===== config.mk =====
export PLATFORM = sky130hd
export DESIGN_NAME = humidity_temp_sensor_poll_decode
export DESIGN_NICKNAME = d
export VERILOG_FILES = /design/src/design/htspd_pkg.sv /design/src/design/humidity_temp_sensor_poll_decode.sv /design/src/design/htspd_cfg.sv /design/src/design/htspd_seq.sv /design/src/design/htspd_scale.sv
export SDC_FILE = /design/constraint.sdc
export NUM_CORES = 1
export LEC_CHECK = 0
export BUFFER_PORTS_ARGS = -buffer_cell sky130_fd_sc_hd__buf_2
export CORE_MARGIN = 2
export CORE_UTILIZATION = 57
export CTS_BUF_LIST = sky130_fd_sc_hd__clkbuf_8
export DETAILED_ROUTE_END_ITERATION = 6
export PLACE_DENSITY = 0.85
export SLEW_MARGIN = 20
export SYNTH_ARGS = -nofsm -noshare
export SYNTH_HDL_FRONTEND = slang
export SYNTH_HIERARCHICAL = 1
export SYNTH_SLANG_ARGS = --single-unit

===== constraint.sdc =====
create_clock -name aclk -period 17.1 [get_ports aclk]
set_input_delay 2.565 -clock aclk [delete_from_list [all_inputs] [get_ports aclk]]
set_output_delay 2.565 -clock aclk [all_outputs]
set_load 0.05 [all_outputs]

===== src/design/htspd_pkg.sv =====
// ----------------------------------------------------------------------------
// htspd_pkg
// Shared types, constants and helpers for the sensor poll sequencer and
// frame decoder.
// ----------------------------------------------------------------------------
package htspd_pkg;

    // Millisecond counter width (12..32)
    localparam int CNT_W = 16;
    // Width used to compare the counter against the 16-bit thresholds
    localparam int CMP_W = (CNT_W > 16) ? CNT_W : 16;

    // Configuration port
    localparam int CFG_IDX_W  = 8;
    localparam int CFG_DATA_W = 16;
    localparam logic [CFG_IDX_W-1:0] REG_TICK_STEP   = 8'd0;
    localparam logic [CFG_IDX_W-1:0] REG_START_AFTER = 8'd1;
    localparam logic [CFG_IDX_W-1:0] REG_READ_AFTER  = 8'd2;
    localparam logic [CFG_IDX_W-1:0] REG_CYCLE       = 8'd3;

    // Register reset values
    localparam logic [9:0]  TICK_STEP_RST   = 10'd10;
    localparam logic [15:0] START_AFTER_RST = 16'd10;
    localparam logic [15:0] READ_AFTER_RST  = 16'd150;
    localparam logic [15:0] CYCLE_RST       = 16'd2000;

    // Frame layout and checks
    localparam int          FRAME_DATA  = 6;
    localparam int          POS_W       = 3;
    localparam logic [7:0]  CRC_POLY    = 8'h31;
    localparam logic [7:0]  CRC_INIT    = 8'hFF;
    localparam logic [7:0]  STATUS_MASK = 8'h98;
    localparam logic [7:0]  STATUS_WANT = 8'h18;

    // Scaling
    localparam logic [13:0] HUM_SCALE    = 14'd10000;
    localparam logic [14:0] TEMP_SCALE   = 15'd20000;
    localparam logic [15:0] TEMP_OFFSET  = 16'd5000;
    localparam int          RAW_W        = 20;

    // Input kind carried in s_tuser
    localparam logic ACT_TICK = 1'b0;
    localparam logic ACT_BYTE = 1'b1;

    typedef enum logic [1:0] {
        PH_IDLE    = 2'd0,
        PH_MEASURE = 2'd1,
        PH_READ    = 2'd2,
        PH_HOLD    = 2'd3
    } phase_t;

    typedef enum logic [2:0] {
        EV_NONE    = 3'd0,
        EV_START   = 3'd1,
        EV_REQUEST = 3'd2,
        EV_VALID   = 3'd3,
        EV_REJECT  = 3'd4
    } event_t;

    typedef struct packed {
        logic [9:0]  tick_step;
        logic [15:0] start_after;
        logic [15:0] read_after;
        logic [15:0] cycle;
    } cfg_t;

    typedef logic [FRAME_DATA-1:0][7:0] frame_t;

    typedef struct packed {
        logic [RAW_W-1:0] raw_hum;
        logic [RAW_W-1:0] raw_temp;
        logic [13:0]      hum_centi;
        logic [14:0]      temp_centi;
    } meas_t;

    // CRC-8, MSB first, one byte
    function automatic logic [7:0] crc_feed(input logic [7:0] crc, input logic [7:0] b);
        logic [7:0] c;
        c = crc ^ b;
        for (int k = 0; k < 8; k++) begin
            if (c[7]) begin
                c = {c[6:0], 1'b0} ^ CRC_POLY;
            end else begin
                c = {c[6:0], 1'b0};
            end
        end
        return c;
    endfunction

endpackage


===== src/design/humidity_temp_sensor_poll_decode.sv =====
// ----------------------------------------------------------------------------
// humidity_temp_sensor_poll_decode
// Sensor poll sequencer and measurement frame decoder: timer ticks drive the
// phase, received bytes build a CRC-checked frame that is scaled to
// hundredths.
//
//  Channel   Direction  Handshake              Content
//  s_*       in         s_tvalid / s_tready    tick (tuser 0) or rx byte
//  m_*       out        m_tvalid / m_tready    one result per input item
//  cfg_*     in         cfg_valid / cfg_ready  register index and data
//
// Each item is held in an input register, decoded combinationally and written
// to the result register: one item per cycle while m_ is not stalled.
// The input register refills while a result waits, so a stall on m_ stops
// s_ only once both registers are full. cfg_ready is always high.
// aresetn is synchronous; no clearing pass, the frame store needs no reset.
// ----------------------------------------------------------------------------
module humidity_temp_sensor_poll_decode (
    input  logic                                aclk,
    input  logic                                aresetn,
    // Input channel
    input  logic                                s_tvalid,
    output logic                                s_tready,
    input  logic [7:0]                          s_tdata,   // [7:0] rx_byte
    input  logic [0:0]                          s_tuser,   // [0] action
    // Result channel
    output logic                                m_tvalid,
    input  logic                                m_tready,
    output logic [71:0]                         m_tdata,   // [19:0] raw_humidity,
                                                           // [39:20] raw_temperature,
                                                           // [53:40] humidity_centi,
                                                           // [68:54] temperature_centi,
                                                           // [71:69] zero
    output logic [2:0]                          m_tuser,   // [2:0] event_kind
    // Configuration write channel
    input  logic                                cfg_valid,
    output logic                                cfg_ready,
    input  logic [htspd_pkg::CFG_IDX_W-1:0]     cfg_index,
    input  logic [htspd_pkg::CFG_DATA_W-1:0]    cfg_data
);

    htspd_pkg::cfg_t    cfg;
    htspd_pkg::event_t  item_event;
    htspd_pkg::frame_t  frame;
    htspd_pkg::meas_t   meas;

    logic               in_valid_reg;
    logic               in_action_reg;
    logic [7:0]         in_byte_reg;
    logic               out_valid_reg;
    htspd_pkg::event_t  out_kind_reg;
    htspd_pkg::meas_t   out_meas_reg;
    logic               advance;

    assign cfg_ready = 1'b1;

    // Move the held item into the result register when there is room
    assign advance  = in_valid_reg && (!out_valid_reg || m_tready);
    assign s_tready = !in_valid_reg || advance;

    htspd_cfg u_cfg (
        .aclk      (aclk),
        .aresetn   (aresetn),
        .cfg_valid (cfg_valid),
        .cfg_index (cfg_index),
        .cfg_data  (cfg_data),
        .cfg       (cfg)
    );

    htspd_seq u_seq (
        .aclk        (aclk),
        .aresetn     (aresetn),
        .cfg         (cfg),
        .item_go     (advance),
        .item_action (in_action_reg),
        .item_byte   (in_byte_reg),
        .item_event  (item_event),
        .frame       (frame)
    );

    htspd_scale u_scale (
        .frame (frame),
        .meas  (meas)
    );

    // Input register
    always_ff @(posedge aclk) begin
        if (!aresetn) begin
            in_valid_reg <= 1'b0;
        end else if (s_tready) begin
            in_valid_reg <= s_tvalid;
        end
    end

    always_ff @(posedge aclk) begin
        if (s_tvalid && s_tready) begin
            in_action_reg <= s_tuser[0];
            in_byte_reg   <= s_tdata;
        end
    end

    // Result register
    always_ff @(posedge aclk) begin
        if (!aresetn) begin
            out_valid_reg <= 1'b0;
        end else if (advance) begin
            out_valid_reg <= 1'b1;
        end else if (m_tready) begin
            out_valid_reg <= 1'b0;
        end
    end

    always_ff @(posedge aclk) begin
        if (advance) begin
            out_kind_reg <= item_event;
            // data fields only carry meaning for a valid measurement
            out_meas_reg <= (item_event == htspd_pkg::EV_VALID) ? meas : '0;
        end
    end

    assign m_tvalid = out_valid_reg;
    assign m_tuser  = out_kind_reg;
    assign m_tdata  = {3'b000, out_meas_reg.temp_centi, out_meas_reg.hum_centi,
                       out_meas_reg.raw_temp, out_meas_reg.raw_hum};

    // Data fields are zero unless the result is a valid measurement
    a_zero_fields: assert property (@(posedge aclk) disable iff (!aresetn)
        (m_tvalid && m_tuser != htspd_pkg::EV_VALID) |-> (m_tdata == '0))
        else $error("data fields set on a non-measurement result");

    // Input stalls only with both registers full and the result stalled
    a_stall_cause: assert property (@(posedge aclk) disable iff (!aresetn)
        !s_tready |-> (in_valid_reg && out_valid_reg && !m_tready))
        else $error("input stalled without cause");

    // A held item that cannot advance stays held
    a_hold_item: assert property (@(posedge aclk) disable iff (!aresetn)
        (in_valid_reg && !advance) |=> in_valid_reg)
        else $error("held item lost");

    // Scaled humidity stays below 100.00 percent
    a_hum_range: assert property (@(posedge aclk) disable iff (!aresetn)
        (m_tvalid && m_tuser == htspd_pkg::EV_VALID) |-> (m_tdata[53:40] <= 14'd9999))
        else $error("humidity out of range");

endmodule


===== src/design/htspd_cfg.sv =====
// ----------------------------------------------------------------------------
// htspd_cfg
// Configuration register file; writes beyond the register list are dropped.
// ----------------------------------------------------------------------------
module htspd_cfg (
    input  logic                              aclk,
    input  logic                              aresetn,
    input  logic                              cfg_valid,
    input  logic [htspd_pkg::CFG_IDX_W-1:0]   cfg_index,
    input  logic [htspd_pkg::CFG_DATA_W-1:0]  cfg_data,
    output htspd_pkg::cfg_t                   cfg
);

    htspd_pkg::cfg_t cfg_reg;

    // Register writes
    always_ff @(posedge aclk) begin
        if (!aresetn) begin
            cfg_reg.tick_step   <= htspd_pkg::TICK_STEP_RST;
            cfg_reg.start_after <= htspd_pkg::START_AFTER_RST;
            cfg_reg.read_after  <= htspd_pkg::READ_AFTER_RST;
            cfg_reg.cycle       <= htspd_pkg::CYCLE_RST;
        end else if (cfg_valid) begin
            case (cfg_index)
                htspd_pkg::REG_TICK_STEP:   cfg_reg.tick_step   <= cfg_data[9:0];
                htspd_pkg::REG_START_AFTER: cfg_reg.start_after <= cfg_data;
                htspd_pkg::REG_READ_AFTER:  cfg_reg.read_after  <= cfg_data;
                htspd_pkg::REG_CYCLE:       cfg_reg.cycle       <= cfg_data;
                default: ;
            endcase
        end
    end

    assign cfg = cfg_reg;

endmodule


===== src/design/htspd_seq.sv =====
// ----------------------------------------------------------------------------
// htspd_seq
// Poll sequencer: phase, millisecond counter, frame capture and CRC check.
// Gives the event kind of the current item and the stored frame bytes.
// ----------------------------------------------------------------------------
module htspd_seq (
    input  logic                    aclk,
    input  logic                    aresetn,
    input  htspd_pkg::cfg_t         cfg,
    input  logic                    item_go,
    input  logic                    item_action,
    input  logic [7:0]              item_byte,
    output htspd_pkg::event_t       item_event,
    output htspd_pkg::frame_t       frame
);

    htspd_pkg::phase_t              phase_reg, phase_next;
    logic [htspd_pkg::CNT_W-1:0]    elapsed_reg, elapsed_next;
    logic [htspd_pkg::POS_W-1:0]    pos_reg, pos_next;
    logic [7:0]                     crc_reg, crc_next;
    htspd_pkg::frame_t              frame_reg;

    logic [htspd_pkg::CNT_W-1:0]    elapsed_add;
    logic [htspd_pkg::CMP_W-1:0]    elapsed_cmp;
    logic                           over_start, over_read, over_cycle;
    logic                           data_byte;
    logic                           frame_ok;

    // Counter advance and threshold compares
    assign elapsed_add = elapsed_reg + htspd_pkg::CNT_W'(cfg.tick_step);
    assign elapsed_cmp = htspd_pkg::CMP_W'(elapsed_add);
    assign over_start  = elapsed_cmp > htspd_pkg::CMP_W'(cfg.start_after);
    assign over_read   = elapsed_cmp > htspd_pkg::CMP_W'(cfg.read_after);
    assign over_cycle  = elapsed_cmp > htspd_pkg::CMP_W'(cfg.cycle);

    assign data_byte = pos_reg < htspd_pkg::POS_W'(htspd_pkg::FRAME_DATA);
    assign frame_ok  = (crc_reg == item_byte) &&
                       ((frame_reg[0] & htspd_pkg::STATUS_MASK) == htspd_pkg::STATUS_WANT);

    // Next state
    always_comb begin
        phase_next   = phase_reg;
        elapsed_next = elapsed_reg;
        pos_next     = pos_reg;
        crc_next     = crc_reg;
        if (item_action == htspd_pkg::ACT_TICK) begin
            elapsed_next = elapsed_add;
            case (phase_reg)
                htspd_pkg::PH_IDLE: begin
                    if (over_start) phase_next = htspd_pkg::PH_MEASURE;
                end
                htspd_pkg::PH_MEASURE: begin
                    if (over_read) begin
                        phase_next = htspd_pkg::PH_READ;
                        pos_next   = '0;
                        crc_next   = htspd_pkg::CRC_INIT;
                    end
                end
                default: begin
                    // read timeout or end of hold
                    if (over_cycle) begin
                        phase_next   = htspd_pkg::PH_IDLE;
                        elapsed_next = '0;
                        pos_next     = '0;
                    end
                end
            endcase
        end else if (phase_reg == htspd_pkg::PH_READ) begin
            if (data_byte) begin
                crc_next = htspd_pkg::crc_feed(crc_reg, item_byte);
                pos_next = pos_reg + 1'b1;
            end else begin
                phase_next = htspd_pkg::PH_HOLD;
                pos_next   = '0;
            end
        end
    end

    // Event of the current item
    always_comb begin
        item_event = htspd_pkg::EV_NONE;
        if (item_action == htspd_pkg::ACT_TICK) begin
            case (phase_reg)
                htspd_pkg::PH_IDLE:    if (over_start) item_event = htspd_pkg::EV_START;
                htspd_pkg::PH_MEASURE: if (over_read)  item_event = htspd_pkg::EV_REQUEST;
                default: ;
            endcase
        end else if (phase_reg == htspd_pkg::PH_READ && !data_byte) begin
            item_event = frame_ok ? htspd_pkg::EV_VALID : htspd_pkg::EV_REJECT;
        end
    end

    // Control state
    always_ff @(posedge aclk) begin
        if (!aresetn) begin
            phase_reg   <= htspd_pkg::PH_IDLE;
            elapsed_reg <= '0;
            pos_reg     <= '0;
            crc_reg     <= htspd_pkg::CRC_INIT;
        end else if (item_go) begin
            phase_reg   <= phase_next;
            elapsed_reg <= elapsed_next;
            pos_reg     <= pos_next;
            crc_reg     <= crc_next;
        end
    end

    // Frame byte store, no reset
    always_ff @(posedge aclk) begin
        if (item_go && item_action == htspd_pkg::ACT_BYTE &&
            phase_reg == htspd_pkg::PH_READ && data_byte) begin
            frame_reg[pos_reg] <= item_byte;
        end
    end

    assign frame = frame_reg;

endmodule


===== src/design/htspd_scale.sv =====
// ----------------------------------------------------------------------------
// htspd_scale
// Frame field extraction and fixed-point scaling to hundredths.
// ----------------------------------------------------------------------------
module htspd_scale (
    input  htspd_pkg::frame_t   frame,
    output htspd_pkg::meas_t    meas
);

    logic [htspd_pkg::RAW_W-1:0] raw_hum;
    logic [htspd_pkg::RAW_W-1:0] raw_temp;
    logic [33:0]                 hum_prod;
    logic [34:0]                 temp_prod;
    logic [15:0]                 temp_diff;

    // 20-bit raw fields; byte 3 is split between them
    assign raw_hum  = {frame[1], frame[2], frame[3][7:4]};
    assign raw_temp = {frame[3][3:0], frame[4], frame[5]};

    // Scale and floor
    assign hum_prod  = 34'(raw_hum) * 34'(htspd_pkg::HUM_SCALE);
    assign temp_prod = 35'(raw_temp) * 35'(htspd_pkg::TEMP_SCALE);
    assign temp_diff = {1'b0, temp_prod[34:20]} - htspd_pkg::TEMP_OFFSET;

    assign meas.raw_hum    = raw_hum;
    assign meas.raw_temp   = raw_temp;
    assign meas.hum_centi  = hum_prod[33:20];
    assign meas.temp_centi = temp_diff[14:0];

endmodule

* After elaboration in Yosys (flattened, before gate mapping)
Index checks and enable logic that the tools add are counted.
** Word-level totals
- Register bits after elaboration :: 218
- Input port bits :: 38
- Output and inout bits :: 78
- Logic and storage cells :: 147
** Operators by class
- Add/sub/neg operators :: 3
- Multipliers :: 2
- $lt $le $gt $ge :: 6
- Equal/unequal tests :: 14
- Multiplexer cells :: 60
- Bitwise gates (word level) :: 10
- Reduce and logical (&&, ||, !) cells :: 29
** Operators by type and width (number)
- two-way mux 8 bit :: 27
- multiplier 20 x 10 -> 30 bit (second input constant) :: 2
- bitwise mux 48 bit :: 1
- > comparator 16 bit :: 3
- two-way mux 6 bit :: 8
- two-way mux 16 bit :: 2
- demux 8 bit (select 3 bit) :: 1
- two-way mux 3 bit :: 8
- inverter 3 bit :: 8
- adder 16 x 10 -> 16 bit :: 1
- equality test 8 x 2 -> 1 bit (second input constant) :: 2
- subtractor 15 x 13 -> 15 bit (second input constant) :: 1
- two-way mux 2 bit :: 7
- one-hot mux 3 bit (2 select lines) :: 2
- AND reduction 2 bit :: 5
- AND reduction 5 bit :: 2
- equality test 8 x 1 -> 1 bit (second input constant) :: 1
- equality test 8 bit :: 1
- logical AND 1 bit :: 8
- logical NOT 8 bit :: 1
- XOR 8 bit :: 1
- equality test 3 x 2 -> 1 bit (second input constant) :: 2
- inequality test 3 x 2 -> 1 bit (second input constant) :: 2
- AND reduction 6 bit :: 1
- other kinds (18) :: 27

* Logic depth before layout (Yosys ltp)
- Depth in word-level cells :: 41
- Depth in mapped cells :: 25
- Depth with buffers taken out :: 25

* Cells and area by module
Netlist, hierarchy kept.
** Modules (own cells, without submodules)
- htspd_scale :: times used 1, cells each 777, area each 6603.8 µm², seq. area each 0.0 µm²
- htspd_seq :: times used 1, cells each 493, area each 4882.2 µm², seq. area each 2021.9 µm²
- humidity_temp_sensor_poll_decode :: times used 1, cells each 173, area each 3088.0 µm², seq. area each 2472.4 µm²
- htspd_cfg :: times used 1, cells each 220, area each 2303.5 µm², seq. area each 1161.1 µm²

* Worst setup path before layout
No wires, ideal clock.
- Path type :: input port to flip-flop
- From :: input m_tready
- To :: register u_seq.frame_reg, in the netlist u_seq/frame[10], enable pin
- Library setup time :: 398 ps
- Arrival time :: 7492 ps
- Data required time :: 16702 ps
- Setup slack :: 9210 ps
- Stages :: 5
- Buffers on the path :: 1
- Path through :: nor2b_1 > nor2b_1 > clkbuf_1 > nand3_1 > nor4b_1
** Between the ends
- Word-level cells in the longest chain between the ends :: 5
** RTL lines
- start, declared :: RTL line humidity_temp_sensor_poll_decode.sv:28 : input logic m_tready,
- logical OR 1 bit :: RTL line humidity_temp_sensor_poll_decode.sv:58 : assign advance = in_valid_reg && (!out_valid_reg || m_tready);
- logical AND 1 bit :: RTL line humidity_temp_sensor_poll_decode.sv:58
- net advance :: RTL line humidity_temp_sensor_poll_decode.sv:53 : logic advance;
- logical AND 1 bit (2 in series) :: RTL line htspd_seq.sv:110 : if (item_go && item_action == htspd_pkg::ACT_BYTE &&
- logical AND 1 bit :: RTL line htspd_seq.sv:111 : phase_reg == htspd_pkg::PH_READ && data_byte) begin
- end signal, assigned by index :: RTL line htspd_seq.sv:112 : frame_reg[pos_reg] <= item_byte;
- end, declared :: RTL line htspd_seq.sv:21 : htspd_pkg::frame_t frame_reg;
The timed path passes the listed nets, and every way through them passes these cells.
A chain may end at the register's enable or synchronous reset.

==> metrics.txt <==
First DRT Iteration DRCs=around 670; final setup fails=0; final instance area=around 18,000 sq um; CP required=17,390 ps; type of origin of the critical path=register; static power due to leakage=8.70 nW; Worst Tran Pin Value=~1100 ps; Die Area=a little over 30,000 sq um; num rows=62; post_cts resized=0; Max-Cap Viols=0; CTS tree=done; pin count of the biggest net entering global routing=73; final cycle utilization of the critical path=36.1%; Clk Latency, worst-skew pair=540 ps; CTS Sinks=between 200 and 250; filler-free cell count of the finished design=2,146; synthesis-to-layout area growth=7.64%; first-pass GRT wire length=58.7 mm; Slew Limit Headroom=between 20% and 30%; critical path peak fanout=5; post-route setup TNS=0 ps; Worst-path clk slew=60 ps; Initial Util=between 50% and 60%; Setup WS pre-CTS=between 10,000 and 15,000 ps; Post-DP Area=~17,000 sq um; Post-Synthesis Cells=1,658; DRT antenna net count=0; Detailed Routing Iterations Pass 1=5; final slew viol count=0; yosys synthesis warning count=6; status=completed; post-synthesis cell area=16,700 sq um; via count=around 12k; Boundary Pins=approximately 120; Worst IR Drop VDD=between 0.08 and 0.09 mV; max reg flops=between 60 and 70; Layout Nets=between 2k and 2.5k; Clock Path Buffers=3; share of cells above drive strength 1=12.7%; core area=about 29,000 sq um; PD cells=just over 60 nW/um^2; RSZ-0062 raised after global routing=false; gr ovfl total=0; hold_buf cts=0; Fin. Hold Viols=0; Setup CP Type=register to register; Remaining DRCs=0; Final min period=6170 ps; postcts setup bufs=0; hold slack=456 ps; DR WL/cell=between 15 and 20 microns; IO buf count=~110; HP Class=register to register; total CTS buffers=38; Die Y=between 150 and 200 microns; Fin Clk Skew=26.4 ps; vias in the first global route=about 12k; n_diodes=0; final WL=35.0 mm; worst setup margin=10,930 ps; f_max=162 MHz; Die W=about 180 microns; post-DP HPWL=27.0 mm; Vias/cell=around 5.4; initial antenna violation count=0; Syn Area/Cell=10.1 sq um; dpl cells=between 2k and 2.5k; Crit path arrival time=6460 ps; GRT Overall Usage=about a quarter; htree depth=2; routability cong.=between 0.9 and 1; CP Capture Type=register; Root Driver=clkbuf_8
## layout make-up
cell class                 instances  area [sq um]
clock buffer                      43           592
multi-input combinational       1040          9460
fill                            2237         10800
clock inverter                    25           150
inverter                         323          1210
sequential                       213          5510
tap                              384           480
timing repair buffer             118           608
## path summary, 6_finish.rpt
| check | startpoint | endpoint | slack (ps) | depth (start not counted) |
|---|---|---|---|---|
| hold reg to reg | u_seq/elapsed_reg[8] | u_seq/elapsed_reg[8] | 460 | 2 |
| hold / removal | u_seq/elapsed_reg[8] | u_seq/elapsed_reg[8] | 460 | 2 |
| setup reg to reg | u_seq/frame[46] | m_tdata[68] | 10930 | 23 |
| setup / recovery | u_seq/frame[46] | m_tdata[68] | 10930 | 23 |
## worst max-delay path: stages, from the launching register on
cell and delay (ps):
edfxtp_1 440, inv_1 150, fa_1 520, inv_1 50
ha_1 270, inv_1 50, fa_1 530, inv_1 50
ha_1 270, inv_1 60, fa_1 500, inv_1 40
ha_1 340, a21o_1 220, a31o_1 250, a221oi_2 410
o21bai_1 150, xor2_1 190, nor4b_2 450, o32ai_2 190
a32o_1 300, a221oi_2 240, xnor2_1 80, and2_2 160
## layer usage
layer / track usage (%) / share of wire, % / up-vias
met3: 3.68 / 4.6 / 61
met2: 41.5 / 49 / 332
met1: 29.4 / 44 / 5564
li1: - / - / 5679
met5: 0 / 0 / -
met4: 6.70 / 2.2 / 0
## metrics by stage
| stage | total power [mW] | util [%] |
|---|---|---|
| 2_1_floorplan | 0.626 | - |
| 3_3_place_gp | 0.646 | 60.0 |
| 6_report | 1.10 | 62.6 |
| 3_5_place_dp | 0.648 | 60.0 |
| 5_1_grt | 1.14 | 62.6 |
| 4_1_cts | 1.11 | 62.5 |
## report_power, final
part / internal (mW) / total, mW / switching [mW]
registers: 0.551 / 0.558 / 0.00728
logic: 0.0228 / 0.0795 / 0.0566
clock network: 0.248 / 0.465 / 0.217
## cells in the final DEF (no fill, tap or decap), drive strengths merged, types with 8 or more instances in the layout
cell / instances
clkbuf: 43
and3: 8
o21a: 8
nor3: 23
a211oi: 15
edfxtp: 124
a21oi: 67
xor2: 17
nor2: 35
xnor2: 46
a21o: 18
nand2: 112
nand3: 32
nor2b: 31
fa: 93
and2: 74
clkinv: 18
mux2i: 58
ha: 220
dfxtp: 89
inv: 326
buf: 118
o21ai: 35
nand4: 24
Power figures use the tool's default switching activity.
